<file path="src/rtl/core/sgg_pkg.sv">
package sgg_pkg;

  localparam int COORD_W   = 16;
  localparam int SIZE_W    = COORD_W - 1;
  localparam int OUT_W     = COORD_W + 1;
  // offset from the grid origin, including border and size terms
  localparam int REL_W     = COORD_W + 2;
  localparam int MAG_W     = COORD_W + 1;
  localparam int GRID_W    = 12;
  localparam int DELTA_W   = GRID_W + 1;
  localparam int BORDER_W  = 8;
  localparam int EDGE_W    = 4;

  // remainder unit: bits retired per pipeline stage
  localparam int DIV_STEPS   = 4;
  localparam int DIV_STAGES  = (MAG_W + DIV_STEPS - 1) / DIV_STEPS;
  localparam int DIV_W       = DIV_STAGES * DIV_STEPS;
  // offset, magnitude, remainder stages, rounding step
  localparam int LANE_STAGES = DIV_STAGES + 3;
  // plus the output register
  localparam int PIPE_STAGES = LANE_STAGES + 1;

  localparam int ADDR_W     = 3;
  localparam int APB_DATA_W = 32;
  localparam logic [ADDR_W-3:0] REG_IDX_GRID = '0;

  localparam logic KIND_MOVE   = 1'b0;
  localparam logic KIND_RESIZE = 1'b1;

  localparam int EDGE_TOP_BIT    = 0;
  localparam int EDGE_BOTTOM_BIT = 1;
  localparam int EDGE_LEFT_BIT   = 2;
  localparam int EDGE_RIGHT_BIT  = 3;

  typedef enum logic [1:0] {
    MODE_PASS,   // axis left as is
    MODE_MOVE,   // position snapped, size kept
    MODE_LEAD,   // leading edge snapped, trailing edge fixed
    MODE_TRAIL   // trailing edge snapped, position fixed
  } mode_e;

  typedef struct packed {
    mode_e               mode;
    logic [COORD_W-1:0]  pos;
    logic [SIZE_W-1:0]   size;
  } axis_side_t;

  typedef struct packed {
    axis_side_t x;
    axis_side_t y;
  } side_t;

  typedef logic [LANE_STAGES-1:0] stage_en_t;

endpackage

</file>
<file path="src/rtl/core/sgg_if.sv">
interface sgg_in_if ();
  import sgg_pkg::*;

  logic                       valid;
  logic                       ready;
  logic                       kind;
  logic signed [COORD_W-1:0]  pos_x;
  logic signed [COORD_W-1:0]  pos_y;
  logic [SIZE_W-1:0]          box_width;
  logic [SIZE_W-1:0]          box_height;
  logic signed [COORD_W-1:0]  origin_x;
  logic signed [COORD_W-1:0]  origin_y;
  logic [BORDER_W-1:0]        border_left;
  logic [BORDER_W-1:0]        border_top;
  logic [BORDER_W-1:0]        border_right;
  logic [BORDER_W-1:0]        border_bottom;
  logic [EDGE_W-1:0]          grab_edges;

  modport source (
    output valid, kind, pos_x, pos_y, box_width, box_height, origin_x, origin_y,
           border_left, border_top, border_right, border_bottom, grab_edges,
    input  ready
  );

  modport sink (
    input  valid, kind, pos_x, pos_y, box_width, box_height, origin_x, origin_y,
           border_left, border_top, border_right, border_bottom, grab_edges,
    output ready
  );
endinterface

interface sgg_out_if ();
  import sgg_pkg::*;

  logic                     valid;
  logic                     ready;
  logic signed [OUT_W-1:0]  out_x;
  logic signed [OUT_W-1:0]  out_y;
  logic signed [OUT_W-1:0]  out_width;
  logic signed [OUT_W-1:0]  out_height;

  modport source (
    output valid, out_x, out_y, out_width, out_height,
    input  ready
  );

  modport sink (
    input  valid, out_x, out_y, out_width, out_height,
    output ready
  );
endinterface

</file>
<file path="src/rtl/core/snap_geometry_to_grid_top.sv">
// Channel   Dir  Handshake     Payload
// in_i      in   valid/ready   kind, pos_x/y, box_width/height, origin_x/y,
//                              border_left/top/right/bottom, grab_edges
// out_o     out  valid/ready   out_x, out_y, out_width, out_height
// apb       in   psel/penable  grid_size at byte address 0 (paddr[2] == 0)
//
// One item per cycle while out_o is not stalled; the pipeline stages are:
// offset, magnitude, DIV_STAGES remainder stages of DIV_STEPS bits each,
// rounding, output register. The remainder pipeline in each axis lane sets
// the depth. Every stage holds its own valid bit, so bubbles close up and a
// new item is taken while a finished result waits at the output.
// rst_ni clears grid_size (snapping off) and all valid bits; no clearing pass.
module snap_geometry_to_grid_top (
  input  logic                             clk_i,
  input  logic                             rst_ni,
  sgg_in_if.sink                           in_i,
  sgg_out_if.source                        out_o,
  input  logic                             psel,
  input  logic                             penable,
  input  logic                             pwrite,
  input  logic [sgg_pkg::ADDR_W-1:0]       paddr,
  input  logic [sgg_pkg::APB_DATA_W-1:0]   pwdata,
  output logic [sgg_pkg::APB_DATA_W-1:0]   prdata,
  output logic                             pready
);
  import sgg_pkg::*;

  // ---------------------------------------------------------------------
  // Configuration: grid pitch. The user must write it only while the pipeline
  // is empty (the block leaves this unchecked), so the lanes read it directly.
  // ---------------------------------------------------------------------
  logic [GRID_W-1:0] grid_q;
  logic              grid_we;

  assign pready  = 1'b1;
  assign grid_we = psel && penable && pwrite && pready &&
                   (paddr[ADDR_W-1:2] == REG_IDX_GRID);
  assign prdata  = (paddr[ADDR_W-1:2] == REG_IDX_GRID) ? APB_DATA_W'(grid_q) : '0;

  always_ff @(posedge clk_i or negedge rst_ni) begin
    if (!rst_ni) begin
      grid_q <= '0;
    end else if (grid_we) begin
      grid_q <= pwdata[GRID_W-1:0];
    end
  end

  // ---------------------------------------------------------------------
  // Per-axis decode. Every case reduces to one correction per axis: the
  // value snapped is either the border-adjusted leading edge or the
  // border-adjusted trailing edge, and the result is that edge's offset
  // to the nearest grid line applied to position or size.
  // ---------------------------------------------------------------------
  function automatic mode_e axis_mode(input logic en, input logic kind,
                                      input logic lead, input logic trail);
    mode_e m;
    if (!en) begin
      m = MODE_PASS;
    end else if (kind == KIND_MOVE) begin
      m = MODE_MOVE;
    end else if (lead) begin
      m = MODE_LEAD;          // top wins over bottom, left over right
    end else if (trail) begin
      m = MODE_TRAIL;
    end else begin
      m = MODE_PASS;
    end
    return m;
  endfunction

  function automatic logic signed [REL_W-1:0] axis_rel(
    input mode_e               m,
    input logic [COORD_W-1:0]  pos,
    input logic [SIZE_W-1:0]   size,
    input logic [BORDER_W-1:0] b_lead,
    input logic [BORDER_W-1:0] b_trail,
    input logic [COORD_W-1:0]  org
  );
    logic signed [REL_W-1:0] p, o, s, bl, bt;
    p  = $signed({{(REL_W-COORD_W){pos[COORD_W-1]}}, pos});
    o  = $signed({{(REL_W-COORD_W){org[COORD_W-1]}}, org});
    s  = $signed({{(REL_W-SIZE_W){1'b0}}, size});
    bl = $signed({{(REL_W-BORDER_W){1'b0}}, b_lead});
    bt = $signed({{(REL_W-BORDER_W){1'b0}}, b_trail});
    if (m == MODE_TRAIL) begin
      axis_rel = p + s + bt - o;
    end else begin
      axis_rel = p - bl - o;
    end
  endfunction

  logic                    snap_en;
  side_t                   side_in;
  logic signed [REL_W-1:0] rel_x, rel_y;

  assign snap_en = (grid_q > GRID_W'(1));

  always_comb begin
    side_in.x.mode = axis_mode(snap_en, in_i.kind,
                               in_i.grab_edges[EDGE_LEFT_BIT],
                               in_i.grab_edges[EDGE_RIGHT_BIT]);
    side_in.x.pos  = in_i.pos_x;
    side_in.x.size = in_i.box_width;
    side_in.y.mode = axis_mode(snap_en, in_i.kind,
                               in_i.grab_edges[EDGE_TOP_BIT],
                               in_i.grab_edges[EDGE_BOTTOM_BIT]);
    side_in.y.pos  = in_i.pos_y;
    side_in.y.size = in_i.box_height;
    rel_x = axis_rel(side_in.x.mode, in_i.pos_x, in_i.box_width,
                     in_i.border_left, in_i.border_right, in_i.origin_x);
    rel_y = axis_rel(side_in.y.mode, in_i.pos_y, in_i.box_height,
                     in_i.border_top, in_i.border_bottom, in_i.origin_y);
  end

  // ---------------------------------------------------------------------
  // Pipeline control: a stage can take data when it is empty or its
  // contents move on this cycle.
  // ---------------------------------------------------------------------
  logic [PIPE_STAGES-1:0] vld_q, vld_d, free, ld;

  always_comb begin
    free[PIPE_STAGES-1] = !vld_q[PIPE_STAGES-1] || out_o.ready;
    for (int k = PIPE_STAGES - 2; k >= 0; k--) begin
      free[k] = !vld_q[k] || free[k+1];
    end
    ld[0]    = in_i.valid && free[0];
    vld_d[0] = free[0] ? in_i.valid : vld_q[0];
    for (int k = 1; k < PIPE_STAGES; k++) begin
      ld[k]    = vld_q[k-1] && free[k];
      vld_d[k] = free[k] ? vld_q[k-1] : vld_q[k];
    end
  end

  always_ff @(posedge clk_i or negedge rst_ni) begin
    if (!rst_ni) begin
      vld_q <= '0;
    end else begin
      vld_q <= vld_d;
    end
  end

  assign in_i.ready  = free[0];
  assign out_o.valid = vld_q[PIPE_STAGES-1];

  // geometry that rides alongside the lanes
  side_t side_q [LANE_STAGES];

  always_ff @(posedge clk_i) begin
    if (ld[0]) begin
      side_q[0] <= side_in;
    end
    for (int k = 1; k < LANE_STAGES; k++) begin
      if (ld[k]) begin
        side_q[k] <= side_q[k-1];
      end
    end
  end

  // ---------------------------------------------------------------------
  // Lanes: one per axis
  // ---------------------------------------------------------------------
  stage_en_t                 lane_ld;
  logic signed [DELTA_W-1:0] delta_x, delta_y;

  assign lane_ld = ld[LANE_STAGES-1:0];

  sgg_lane u_lane_x (
    .clk_i   (clk_i),
    .ld_i    (lane_ld),
    .pitch_i (grid_q),
    .rel_i   (rel_x),
    .delta_o (delta_x)
  );

  sgg_lane u_lane_y (
    .clk_i   (clk_i),
    .ld_i    (lane_ld),
    .pitch_i (grid_q),
    .rel_i   (rel_y),
    .delta_o (delta_y)
  );

  sgg_merge u_merge (
    .clk_i        (clk_i),
    .ld_i         (ld[PIPE_STAGES-1]),
    .side_i       (side_q[LANE_STAGES-1]),
    .delta_x_i    (delta_x),
    .delta_y_i    (delta_y),
    .out_x_o      (out_o.out_x),
    .out_y_o      (out_o.out_y),
    .out_width_o  (out_o.out_width),
    .out_height_o (out_o.out_height)
  );

endmodule

</file>
<file path="src/rtl/core/sgg_lane.sv">
// One axis: floor remainder of the offset by the pitch, then the signed
// correction that moves the value to the nearest grid line.
module sgg_lane (
  input  logic                               clk_i,
  input  sgg_pkg::stage_en_t                 ld_i,
  input  logic [sgg_pkg::GRID_W-1:0]         pitch_i,
  input  logic signed [sgg_pkg::REL_W-1:0]   rel_i,
  output logic signed [sgg_pkg::DELTA_W-1:0] delta_o
);
  import sgg_pkg::*;

  logic signed [REL_W-1:0] rel_q;
  logic [REL_W-1:0]        abs_rel;
  logic [MAG_W-1:0]        mag_q;
  logic                    neg_q;

  logic [GRID_W-1:0] rem_q   [DIV_STAGES];
  logic [DIV_W-1:0]  dmag_q  [DIV_STAGES];
  logic              dneg_q  [DIV_STAGES];
  logic [GRID_W-1:0] rem_in  [DIV_STAGES];
  logic [DIV_W-1:0]  dmag_in [DIV_STAGES];
  logic              dneg_in [DIV_STAGES];
  logic [GRID_W-1:0] rem_nxt [DIV_STAGES];

  logic [GRID_W-1:0]         fmod;
  logic [GRID_W:0]           twice;
  logic signed [DELTA_W-1:0] delta_d;
  logic signed [DELTA_W-1:0] delta_q;

  assign abs_rel = rel_q[REL_W-1] ? (~$unsigned(rel_q) + 1'b1) : $unsigned(rel_q);

  always_ff @(posedge clk_i) begin
    if (ld_i[0]) begin
      rel_q <= rel_i;
    end
    if (ld_i[1]) begin
      mag_q <= abs_rel[MAG_W-1:0];
      neg_q <= rel_q[REL_W-1];
    end
  end

  always_comb begin
    rem_in[0]  = '0;
    dmag_in[0] = DIV_W'(mag_q);
    dneg_in[0] = neg_q;
    for (int j = 1; j < DIV_STAGES; j++) begin
      rem_in[j]  = rem_q[j-1];
      dmag_in[j] = dmag_q[j-1];
      dneg_in[j] = dneg_q[j-1];
    end
  end

  // restoring remainder, MSB first, DIV_STEPS bits per stage
  always_comb begin
    logic [GRID_W:0] t;
    t = '0;
    for (int j = 0; j < DIV_STAGES; j++) begin
      rem_nxt[j] = rem_in[j];
      for (int i = 0; i < DIV_STEPS; i++) begin
        t = {rem_nxt[j], dmag_in[j][DIV_W-1-(j*DIV_STEPS+i)]};
        if (t >= {1'b0, pitch_i}) begin
          t = t - {1'b0, pitch_i};
        end
        rem_nxt[j] = t[GRID_W-1:0];
      end
    end
  end

  always_ff @(posedge clk_i) begin
    for (int j = 0; j < DIV_STAGES; j++) begin
      if (ld_i[2+j]) begin
        rem_q[j]  <= rem_nxt[j];
        dmag_q[j] <= dmag_in[j];
        dneg_q[j] <= dneg_in[j];
      end
    end
  end

  // floor modulo for negative offsets, then round half up
  always_comb begin
    if (dneg_q[DIV_STAGES-1] && (rem_q[DIV_STAGES-1] != '0)) begin
      fmod = pitch_i - rem_q[DIV_STAGES-1];
    end else begin
      fmod = rem_q[DIV_STAGES-1];
    end
    twice = {fmod, 1'b0};
    if (twice >= {1'b0, pitch_i}) begin
      delta_d = $signed({1'b0, pitch_i - fmod});
    end else begin
      delta_d = -$signed({1'b0, fmod});
    end
  end

  always_ff @(posedge clk_i) begin
    if (ld_i[LANE_STAGES-1]) begin
      delta_q <= delta_d;
    end
  end

  assign delta_o = delta_q;

endmodule

</file>
<file path="src/rtl/core/sgg_merge.sv">
// Combines the lane corrections with the carried geometry into the result.
module sgg_merge (
  input  logic                               clk_i,
  input  logic                               ld_i,
  input  sgg_pkg::side_t                     side_i,
  input  logic signed [sgg_pkg::DELTA_W-1:0] delta_x_i,
  input  logic signed [sgg_pkg::DELTA_W-1:0] delta_y_i,
  output logic signed [sgg_pkg::OUT_W-1:0]   out_x_o,
  output logic signed [sgg_pkg::OUT_W-1:0]   out_y_o,
  output logic signed [sgg_pkg::OUT_W-1:0]   out_width_o,
  output logic signed [sgg_pkg::OUT_W-1:0]   out_height_o
);
  import sgg_pkg::*;

  logic signed [OUT_W-1:0] x_d, y_d, w_d, h_d;
  logic signed [OUT_W-1:0] x_q, y_q, w_q, h_q;

  function automatic logic signed [OUT_W-1:0] ext_delta(input logic [DELTA_W-1:0] d);
    ext_delta = $signed({{(OUT_W-DELTA_W){d[DELTA_W-1]}}, d});
  endfunction

  function automatic logic signed [OUT_W-1:0] axis_pos(input axis_side_t a,
                                                       input logic [DELTA_W-1:0] d);
    logic signed [OUT_W-1:0] p;
    p = $signed({{(OUT_W-COORD_W){a.pos[COORD_W-1]}}, a.pos});
    case (a.mode)
      MODE_MOVE, MODE_LEAD: axis_pos = p + ext_delta(d);
      default:              axis_pos = p;
    endcase
  endfunction

  function automatic logic signed [OUT_W-1:0] axis_size(input axis_side_t a,
                                                        input logic [DELTA_W-1:0] d);
    logic signed [OUT_W-1:0] s;
    s = $signed({{(OUT_W-SIZE_W){1'b0}}, a.size});
    case (a.mode)
      MODE_LEAD:  axis_size = s - ext_delta(d);
      MODE_TRAIL: axis_size = s + ext_delta(d);
      default:    axis_size = s;
    endcase
  endfunction

  always_comb begin
    x_d = axis_pos(side_i.x, delta_x_i);
    w_d = axis_size(side_i.x, delta_x_i);
    y_d = axis_pos(side_i.y, delta_y_i);
    h_d = axis_size(side_i.y, delta_y_i);
  end

  always_ff @(posedge clk_i) begin
    if (ld_i) begin
      x_q <= x_d;
      y_q <= y_d;
      w_q <= w_d;
      h_q <= h_d;
    end
  end

  assign out_x_o      = x_q;
  assign out_y_o      = y_q;
  assign out_width_o  = w_q;
  assign out_height_o = h_q;

endmodule

</file>
<file path="src/flat_wrapper.sv">
// flat-port wrapper written by rule: the top's interface ports become plain ports
module snap_geometry_to_grid_top_flat import sgg_pkg::*;
  (clk_i, rst_ni, psel, penable, pwrite, paddr, pwdata, prdata, pready, in_i_valid, in_i_kind, in_i_pos_x, in_i_pos_y, in_i_box_width, in_i_box_height, in_i_origin_x, in_i_origin_y, in_i_border_left, in_i_border_top, in_i_border_right, in_i_border_bottom, in_i_grab_edges, in_i_ready, out_o_valid, out_o_out_x, out_o_out_y, out_o_out_width, out_o_out_height, out_o_ready);
  sgg_in_if in_i_i ();
  sgg_out_if out_o_i ();
  input  logic clk_i;
  input  logic rst_ni;
  input  logic psel;
  input  logic penable;
  input  logic pwrite;
  input  logic [sgg_pkg::ADDR_W-1:0] paddr;
  input  logic [sgg_pkg::APB_DATA_W-1:0] pwdata;
  output logic [sgg_pkg::APB_DATA_W-1:0] prdata;
  output logic pready;
  input wire logic [$bits(in_i_i.valid)-1:0] in_i_valid;
  input wire logic [$bits(in_i_i.kind)-1:0] in_i_kind;
  input wire logic [$bits(in_i_i.pos_x)-1:0] in_i_pos_x;
  input wire logic [$bits(in_i_i.pos_y)-1:0] in_i_pos_y;
  input wire logic [$bits(in_i_i.box_width)-1:0] in_i_box_width;
  input wire logic [$bits(in_i_i.box_height)-1:0] in_i_box_height;
  input wire logic [$bits(in_i_i.origin_x)-1:0] in_i_origin_x;
  input wire logic [$bits(in_i_i.origin_y)-1:0] in_i_origin_y;
  input wire logic [$bits(in_i_i.border_left)-1:0] in_i_border_left;
  input wire logic [$bits(in_i_i.border_top)-1:0] in_i_border_top;
  input wire logic [$bits(in_i_i.border_right)-1:0] in_i_border_right;
  input wire logic [$bits(in_i_i.border_bottom)-1:0] in_i_border_bottom;
  input wire logic [$bits(in_i_i.grab_edges)-1:0] in_i_grab_edges;
  output wire logic [$bits(in_i_i.ready)-1:0] in_i_ready;
  output wire logic [$bits(out_o_i.valid)-1:0] out_o_valid;
  output wire logic [$bits(out_o_i.out_x)-1:0] out_o_out_x;
  output wire logic [$bits(out_o_i.out_y)-1:0] out_o_out_y;
  output wire logic [$bits(out_o_i.out_width)-1:0] out_o_out_width;
  output wire logic [$bits(out_o_i.out_height)-1:0] out_o_out_height;
  input wire logic [$bits(out_o_i.ready)-1:0] out_o_ready;
  assign in_i_i.valid = in_i_valid;
  assign in_i_i.kind = in_i_kind;
  assign in_i_i.pos_x = in_i_pos_x;
  assign in_i_i.pos_y = in_i_pos_y;
  assign in_i_i.box_width = in_i_box_width;
  assign in_i_i.box_height = in_i_box_height;
  assign in_i_i.origin_x = in_i_origin_x;
  assign in_i_i.origin_y = in_i_origin_y;
  assign in_i_i.border_left = in_i_border_left;
  assign in_i_i.border_top = in_i_border_top;
  assign in_i_i.border_right = in_i_border_right;
  assign in_i_i.border_bottom = in_i_border_bottom;
  assign in_i_i.grab_edges = in_i_grab_edges;
  assign in_i_ready = in_i_i.ready;
  assign out_o_valid = out_o_i.valid;
  assign out_o_out_x = out_o_i.out_x;
  assign out_o_out_y = out_o_i.out_y;
  assign out_o_out_width = out_o_i.out_width;
  assign out_o_out_height = out_o_i.out_height;
  assign out_o_i.ready = out_o_ready;
  snap_geometry_to_grid_top u_core (.clk_i(clk_i), .rst_ni(rst_ni), .in_i(in_i_i), .out_o(out_o_i), .psel(psel), .penable(penable), .pwrite(pwrite), .paddr(paddr), .pwdata(pwdata), .prdata(prdata), .pready(pready));
endmodule
</file>
<file path="config.mk">
export PLATFORM = sky130hd
export DESIGN_NAME = snap_geometry_to_grid_top_flat
export DESIGN_NICKNAME = d
export VERILOG_FILES = /design/src/rtl/core/sgg_pkg.sv /design/src/rtl/core/sgg_if.sv /design/src/rtl/core/snap_geometry_to_grid_top.sv /design/src/rtl/core/sgg_lane.sv /design/src/rtl/core/sgg_merge.sv /design/src/flat_wrapper.sv
export SDC_FILE = /design/constraint.sdc
export NUM_CORES = 2
export LEC_CHECK = 0
export BUFFER_PORTS_ARGS = -buffer_cell sky130_fd_sc_hd__buf_2
export CORE_ASPECT_RATIO = 1.4
export CORE_MARGIN = 2
export CORE_UTILIZATION = 39
export CTS_CLUSTER_SIZE = 12
export DETAILED_ROUTE_END_ITERATION = 8
export SLEW_MARGIN = 20
export SYNTH_ARGS = -nofsm -noshare
export SYNTH_HDL_FRONTEND = slang
export SYNTH_SLANG_ARGS = --single-unit
</file>
<file path="constraint.sdc">
create_clock -name clk_i -period 23.2 [get_ports clk_i]
set_input_delay 4.64 -clock clk_i [delete_from_list [all_inputs] [get_ports clk_i]]
set_output_delay 4.64 -clock clk_i [all_outputs]
set_load 0.02 [all_outputs]
</file>
### Word level (Yosys, flattened, before mapping)

Memories as Yosys holds them, arrays and structs flattened.
Index checks and enable logic that the tools add are counted.

| storage, ports and cells | value |
|---|---|
| flip-flop bits (word level) | 187 |
| bits in latches | 0 |
| bits in writable memories | 858 |
| memory bits (read-only) | 0 |
| output and inout port bits | 103 |
| memories | 7 |

Memory list:

| name | words | bits a word | rd ports | clocked after Yosys merged registers in | write ports | line | text |
|---|---|---|---|---|---|---|---|
| u_core.side_q | 8 | 66 | 8 | 0 | 8 | snap_geometry_to_grid_top.sv:146 | `side_t side_q [LANE_STAGES];` |
| u_core.u_lane_x.dmag_q | 5 | 20 | 4 | 0 | 5 | sgg_lane.sv:18 | `logic [DIV_W-1:0] dmag_q [DIV_STAGES];` |
| u_core.u_lane_y.dmag_q | 5 | 20 | 4 | 0 | 5 | sgg_lane.sv:18 |  |
| u_core.u_lane_x.rem_q | 5 | 12 | 5 | 0 | 5 | sgg_lane.sv:17 | `logic [GRID_W-1:0] rem_q [DIV_STAGES];` |
| u_core.u_lane_y.rem_q | 5 | 12 | 5 | 0 | 5 | sgg_lane.sv:17 |  |
| u_core.u_lane_x.dneg_q | 5 | 1 | 5 | 0 | 5 | sgg_lane.sv:19 | `logic dneg_q [DIV_STAGES];` |
| 1 more memories | - | - | - | - | - | - |  |

| cells by class | value |
|---|---|
| $add $sub $neg | 61 |
| $mul | 0 |
| divide/modulo/power cells | 0 |
| order comparisons | 40 |
| equality and inequality tests | 8 |
| shift operators | 0 |
| muxes and demuxes | 74 |
| bitwise gates (word level) | 3 |
| reduce and logical (&&, ||, !) cells | 36 |

Operators by type and width:

| operator | count |
|---|---|
| two-way mux 12 bit | 42 |
| >= comparator 13 x 12 -> 1 bit | 38 |
| subtractor 12 bit | 40 |
| adder 16 x 13 -> 17 bit | 4 |
| two-way mux 17 bit | 4 |
| one-hot mux 17 bit (2 select lines) | 2 |
| adder 18 x 9 -> 18 bit | 2 |
| two-way mux 18 bit | 2 |
| subtractor 17 x 16 -> 18 bit | 2 |
| subtractor 18 x 16 -> 18 bit | 2 |
| adder 16 x 16 -> 17 bit | 2 |
| adder 17 x 1 -> 17 bit, second input constant | 2 |
| inverter 17 bit | 2 |
| subtractor 16 x 13 -> 17 bit | 2 |
| subtractor 16 x 9 -> 17 bit | 2 |
| negator 12 -> 13 bit | 2 |
| nonzero test 12 bit | 2 |
| two-way mux 1 bit | 16 |
| two-way mux 2 bit | 8 |
| logical AND 1 bit | 14 |
| == test 2 bit, second input constant | 6 |
| >= comparator 1 x 12 -> 1 bit, first input constant | 1 |
| > comparator 12 x 1 -> 1 bit, second input constant | 1 |
| subtractor 1 x 12 -> 12 bit, first input constant | 1 |
| other kinds (5) | 23 |

### Logic depth before layout (Yosys ltp)

| logic depth | value |
|---|---|
| depth after elaboration | 13 |
| mapped depth | 49 |

### By module

A second synthesis with hierarchy kept.

| unflattened totals | value |
|---|---|
| cells, all modules | 6404 |
| area total of the unflattened synthesis | 67455.9 sq um |

By module, submodules not included:

| module | times used | cells each | area an instance (sq um) | seq. area each (sq um) |
|---|---|---|---|---|
| snap_geometry_to_grid_top | 1 | 1381 | 22715.5 | 16380.7 |
| sgg_lane at u_core.u_lane_x | 1 | 2176 | 19204.7 | 4624.4 |
| sgg_lane at u_core.u_lane_y | 1 | 2110 | 19040.8 | 4624.4 |
| sgg_merge | 1 | 737 | 6495.0 | 2042.0 |

### Worst setup path after synthesis

OpenSTA, ideal clock, no wires.

| timing | value |
|---|---|
| kind | register -> register |
| start point | register u_core.grid_q[1] |
| end point | memory u_core.u_lane_x.rem_q[4][2] (netlist: u_core.u_lane_x.rem_q[0][50]), data pin |
| setup time | 0.260 ns |
| data arrival time | 12.211 ns |
| data required time | 22.940 ns |
| slack | 10.729 ns |
| cell stages (with the launch flop) | 48 |
| path buffers | 6 |
| cell sequence | dfrtp_1 -> inv_1 -> ha_1 -> nor2b_1 -> o31a_1 -> o21a_1 -> o31ai_1 -> and2_1 -> buf_2 -> clkbuf_1 -> nor2_1 -> a21oi_1 -> inv_1 -> ha_1 -> nor2b_1 -> o31a_1 -> o41ai_1 -> a211oi_1 -> [12 not listed] -> nand3_1 -> o21ai_1 -> clkbuf_1 -> nand2_1 -> o21ai_0 -> ha_1 -> nor2b_1 -> o21ai_0 -> a21boi_0 -> o21a_1 -> o22ai_1 -> o21ai_0 -> o21ai_0 -> nand2b_1 -> a211o_1 -> a211o_1 -> clkbuf_1 -> mux2_2 |

RTL lines:

| element | line | text |
|---|---|---|
| start, declared | snap_geometry_to_grid_top.sv:32 | `logic [GRID_W-1:0] grid_q;` |
| start signal, assigned | snap_geometry_to_grid_top.sv:44 | `grid_q <= pwdata[GRID_W-1:0];` |
| end, declared | sgg_lane.sv:17 |  |

==> flow_summary_export.csv <==
group,metric,value,unit
run_status,result_of_the_run,"finished, final reports clean",
layout,post_route_cells_drive_above_1_share,0.121,
layout,final_cell_count_without_fillers,8433,
critical_path,regToRegSetupSlack,10650,ps
synthesis,postSynthCellCount,5939,
critical_path,critical_path.most_common_cell,"sky130_fd_sc_hd__a21oi_1",
critical_path,r2r.worst_path.cells,46,
timing,final_period_minus_worst_setup_slack,12550,ps
layout,register_area,0.0277,mm^2
cts,cts_repair_resize_count,0,
layout,fillerInstances,15300,
synthesis,dominantRegCellSynth,"sky130_fd_sc_hd__edfxtp_1",
synthesis,syn_avg_cell_area,10.8,um^2
synthesis,ys_seq_elements,925,
timing,finalHoldViolCount,0,
detailed_routing,via_count,45900,
cts,tritoncts,"done",
placed_design,post-place-cells,8289,
cts,number_of_buffers_created_by_cts,97,
min_path,worst_hold_startpoint,"u_core.u_lane_y.mag_q[9]",
cts,clkLatencyLatePin,730,ps
grt,first_global_vias,45700,
floorplanning,dieWidth,347,um
timing,final-max-slew-violation-count,0,
min_path,worst_hold_path.num_cells,0,
min_path,type_of_the_tightest_min_delay_check,"reg2reg",
synthesis,synth_largest_type_area_fraction,0.422,
critical_path,critical_path.startpoint_type,"flip-flop",
floorplanning,dieArea,0.168,mm^2
cts,cts_setup_buffers,0,
timing,max_freq,0.0797,GHz
floorplanning,initial_core_util,0.392,
floorplanning,num_io_pins,276,
grt,maximum_number_of_pins_on_one_net_before_global_route_repair,77,
floorplanning,dieHeight,485,um
critical_path,critical-path-max-stage-delay,850,ps
detailed_routing,drt_pass1_iterations,6,
timing,rsz0062_at_grt,"no",
synthesis,synth_async_reset_ratio,0.0227,
synthesis,yosysSeqAreaShare,0.430,
synthesis,synth_area_leaders,"sky130_fd_sc_hd__edfxtp_1 (42%), sky130_fd_sc_hd__ha_1 (14%), sky130_fd_sc_hd__xnor2_1 (4.8%)",
timing,timing_worst_slew_pin_value,1170,ps
synthesis,netlist.top_cell.by_area,"sky130_fd_sc_hd__edfxtp_1",
detailed_routing,drcViolationCount,0,
timing,setup-tns-final,0,ps
synthesis,ys_types,97,
critical_path,rr_endpoint,"u_core.u_lane_y.rem_q[0][20]",
timing,setup_viol,0,
cts,postCtsHoldBufs,0,
timing,worst_slew_margin_rel,0.221,
detailed_routing,detail_route.wl_per_cell,19.2,um
grt,globalRouteTotalUtil,0.188,
cts,tritoncts_num_sinks,925,
synthesis,synth_edf_count,904,
timing,timing.final.crit_share,0.541,
cts,clk_path_buf_depth,3,
placed_design,port-buffer-count,232,
placed_design,place_hpwl,125,mm
layout,area_growth_syn_to_layout,10.7,%
cts,htreeDepth,3,
detailed_routing,initialDrtViolationCount,3034,
flow_run,maxCapViolations,0,
detailed_routing,ant_nets,0,
critical_path,crit-reg2reg-launch,"u_core.grid_q[5]",
critical_path,cpMaxStageDelayCell,"sky130_fd_sc_hd__a211oi_2",
grt,number_of_antenna_violations_at_the_first_check_in_global_routing,16,
layout,multi_input_area,0.0348,mm^2
timing,worst_clock_skew,44.4,ps
cts,clk_pin_slew_worst_paths,60,ps
critical_path,path_class,"reg2reg",
grt,grt_overflow,0,
layout,number_of_diodes,0,
detailed_routing,wirelength,162,mm
critical_path,setup.worst_path.end_class,"flip-flop",
placed_design,place_congestion,0.929,
detailed_routing,avgViaCountPerCell,5.44,
critical_path,crit_arrival,13000,ps
synthesis,synth_warnings,0,
floorplanning,core,0.164,mm^2
layout,nets,7199,
grt,wire_length_of_the_first_global_routing_pass,250,mm
min_path,worstHoldEndpoint,"u_core.u_lane_y.dmag_q[0][9]",
critical_path,worst_ep_required_time,23650,ps
cts,ctsRootBufferMaster,"sky130_fd_sc_hd__clkbuf_16",
critical_path,worst_path_max_fanout,18,
synthesis,syn_area,0.0643,mm^2
floorplanning,fp_rows,176,
layout,postLayoutCoreUtil,0.434,
-- routing by layer --
metal  routed length, um  vias to the layer above  track usage
li1                    -                    22500            -
met1               70100                    22000        0.240
met2               78100                     1061        0.327
met3                7920                      254       0.0227
met4                5600                        4       0.0680
met5                  21                        -            0
-- state kept, by name (all words and copies together), names as in the netlist --
| signal | cells |
|---|---|
| u_core.u_lane_y.dmag_q | 40 |
| u_core.u_merge.out_y_o | 17 |
| u_core.u_lane_x.delta_o | 13 |
| u_core.u_lane_y.rem_q | 60 |
| u_core.u_lane_x.rel_q | 18 |
| u_core.vld_q | 9 |
| u_core.u_lane_y.mag_q | 17 |
| u_core.u_lane_x.dneg_q | 5 |
| u_core.u_lane_y.rel_q | 18 |
| u_core.u_lane_y.delta_o | 13 |
| u_core.u_lane_x.dmag_q | 40 |
| u_core.u_merge.out_width_o | 17 |
| u_core.grid_q | 12 |
| u_core.u_merge.out_x_o | 17 |
| u_core.u_lane_y.dneg_q | 5 |
| u_core.u_lane_x.mag_q | 17 |
| u_core.u_lane_x.neg_q | 1 |
| u_core.u_lane_x.rem_q | 60 |
| u_core.side_q | 528 |
| u_core.u_lane_y.neg_q | 1 |
| u_core.u_merge.out_height_o | 17 |
-- critical path: cells and delay by family, from the launching register on --
| family | cells | cell delay [ps] |
|---|---|---|
| DFF | 1 | 640 |
| AOI/OAI and AO/OA | 23 | 5490 |
| and+or+nand+nor | 12 | 2740 |
| muxes | 1 | 420 |
| buffers and inverters | 6 | 1660 |
| adders and majority gates | 4 | 1290 |
-- metrics by stage --
stage | hold slack (ps) | worst slack [ps] | instance area [um^2]
after floorplan | 400 | 10730 | 64400
final | 399 | 10650 | 71300
after global placement | 401 | 10660 | 68300
after detailed placement | 405 | 10540 | 68300
after CTS | 386 | 10500 | 71200
after global routing | 397 | 9660 | 71300
-- how the worst max path moves through the flow --
stage	endpoint	from	slack, ps
after global placement	u_core.u_lane_y.rem_q[0][21]	u_core.grid_q[5]	10660
after floorplan	u_core.u_lane_x.rem_q[0][50]	u_core.grid_q[1]	10730
after global routing	u_core.u_lane_y.rem_q[0][27]	u_core.grid_q[1]	9660
after detailed placement	u_core.u_lane_y.rem_q[0][27]	u_core.grid_q[1]	10540
after CTS	u_core.u_lane_y.rem_q[0][27]	u_core.grid_q[1]	10500
final	u_core.u_lane_y.rem_q[0][20]	u_core.grid_q[5]	10650
-- cell usage in the layout (no fill, tap or decap), drive strengths merged, types with 19 or more instances in the layout --
cell type and n:
clkinv 24, nand3 86, inv 417, and3 35
ha 698, a21oi 417, o31a 20, xnor2 349
and2 23, mux2i 70, nor2b 93, fa 76
or2 27, clkbuf 109, or3 35, o21bai 54
o21a 96, a31oi 35, conb 26, a21o 166
o41ai 24, xor2 167, o211ai 19, a211oi 38
buf 292, a21boi 40, mux2 269, edfxtp 904
dfrtp 21, nand2b 73, nor4 22, o21ai 356
nor3 130, nor2 399, nand4 64, o31ai 46
nand2 376
-- logic make-up after synthesis --
family / share of synthesized area
adder cells (fa/ha/maj): 0.159
flip-flops: 0.430
buffers and inverters: 0.0321
AO/OA/AOI/OAI: 0.144
other: 0.000117
AND/OR/NAND/NOR: 0.106
XOR/XNOR: 0.0702
multiplexers: 0.0585
-- layout make-up --
type                       instances  share of cell area
multi-input combinational       4521               0.488
clock buffer                     109              0.0347
inverter                         415              0.0219
timing repair buffer             292              0.0228
tap                             2136              0.0375
sequential                       925               0.388
clock inverter                    35             0.00667
-- synthesized netlist by cell type, drive strengths merged (38+ instances only) --
library cell and number:
a211oi 38, a21boi 40, a21o 166, a21oi 417, buf 46, clkbuf 56
edfxtp 904, fa 76, ha 698, inv 415, mux2 269, mux2i 70
nand2 376, nand2b 73, nand3 86, nand4 64, nor2 399, nor2b 93
nor3 130, o21a 96, o21ai 356, o21bai 54, o31ai 46, xnor2 349
xor2 167
Power is not shown: default switching activity piles up to over one toggle a cycle in this logic, so the estimate is an artifact.
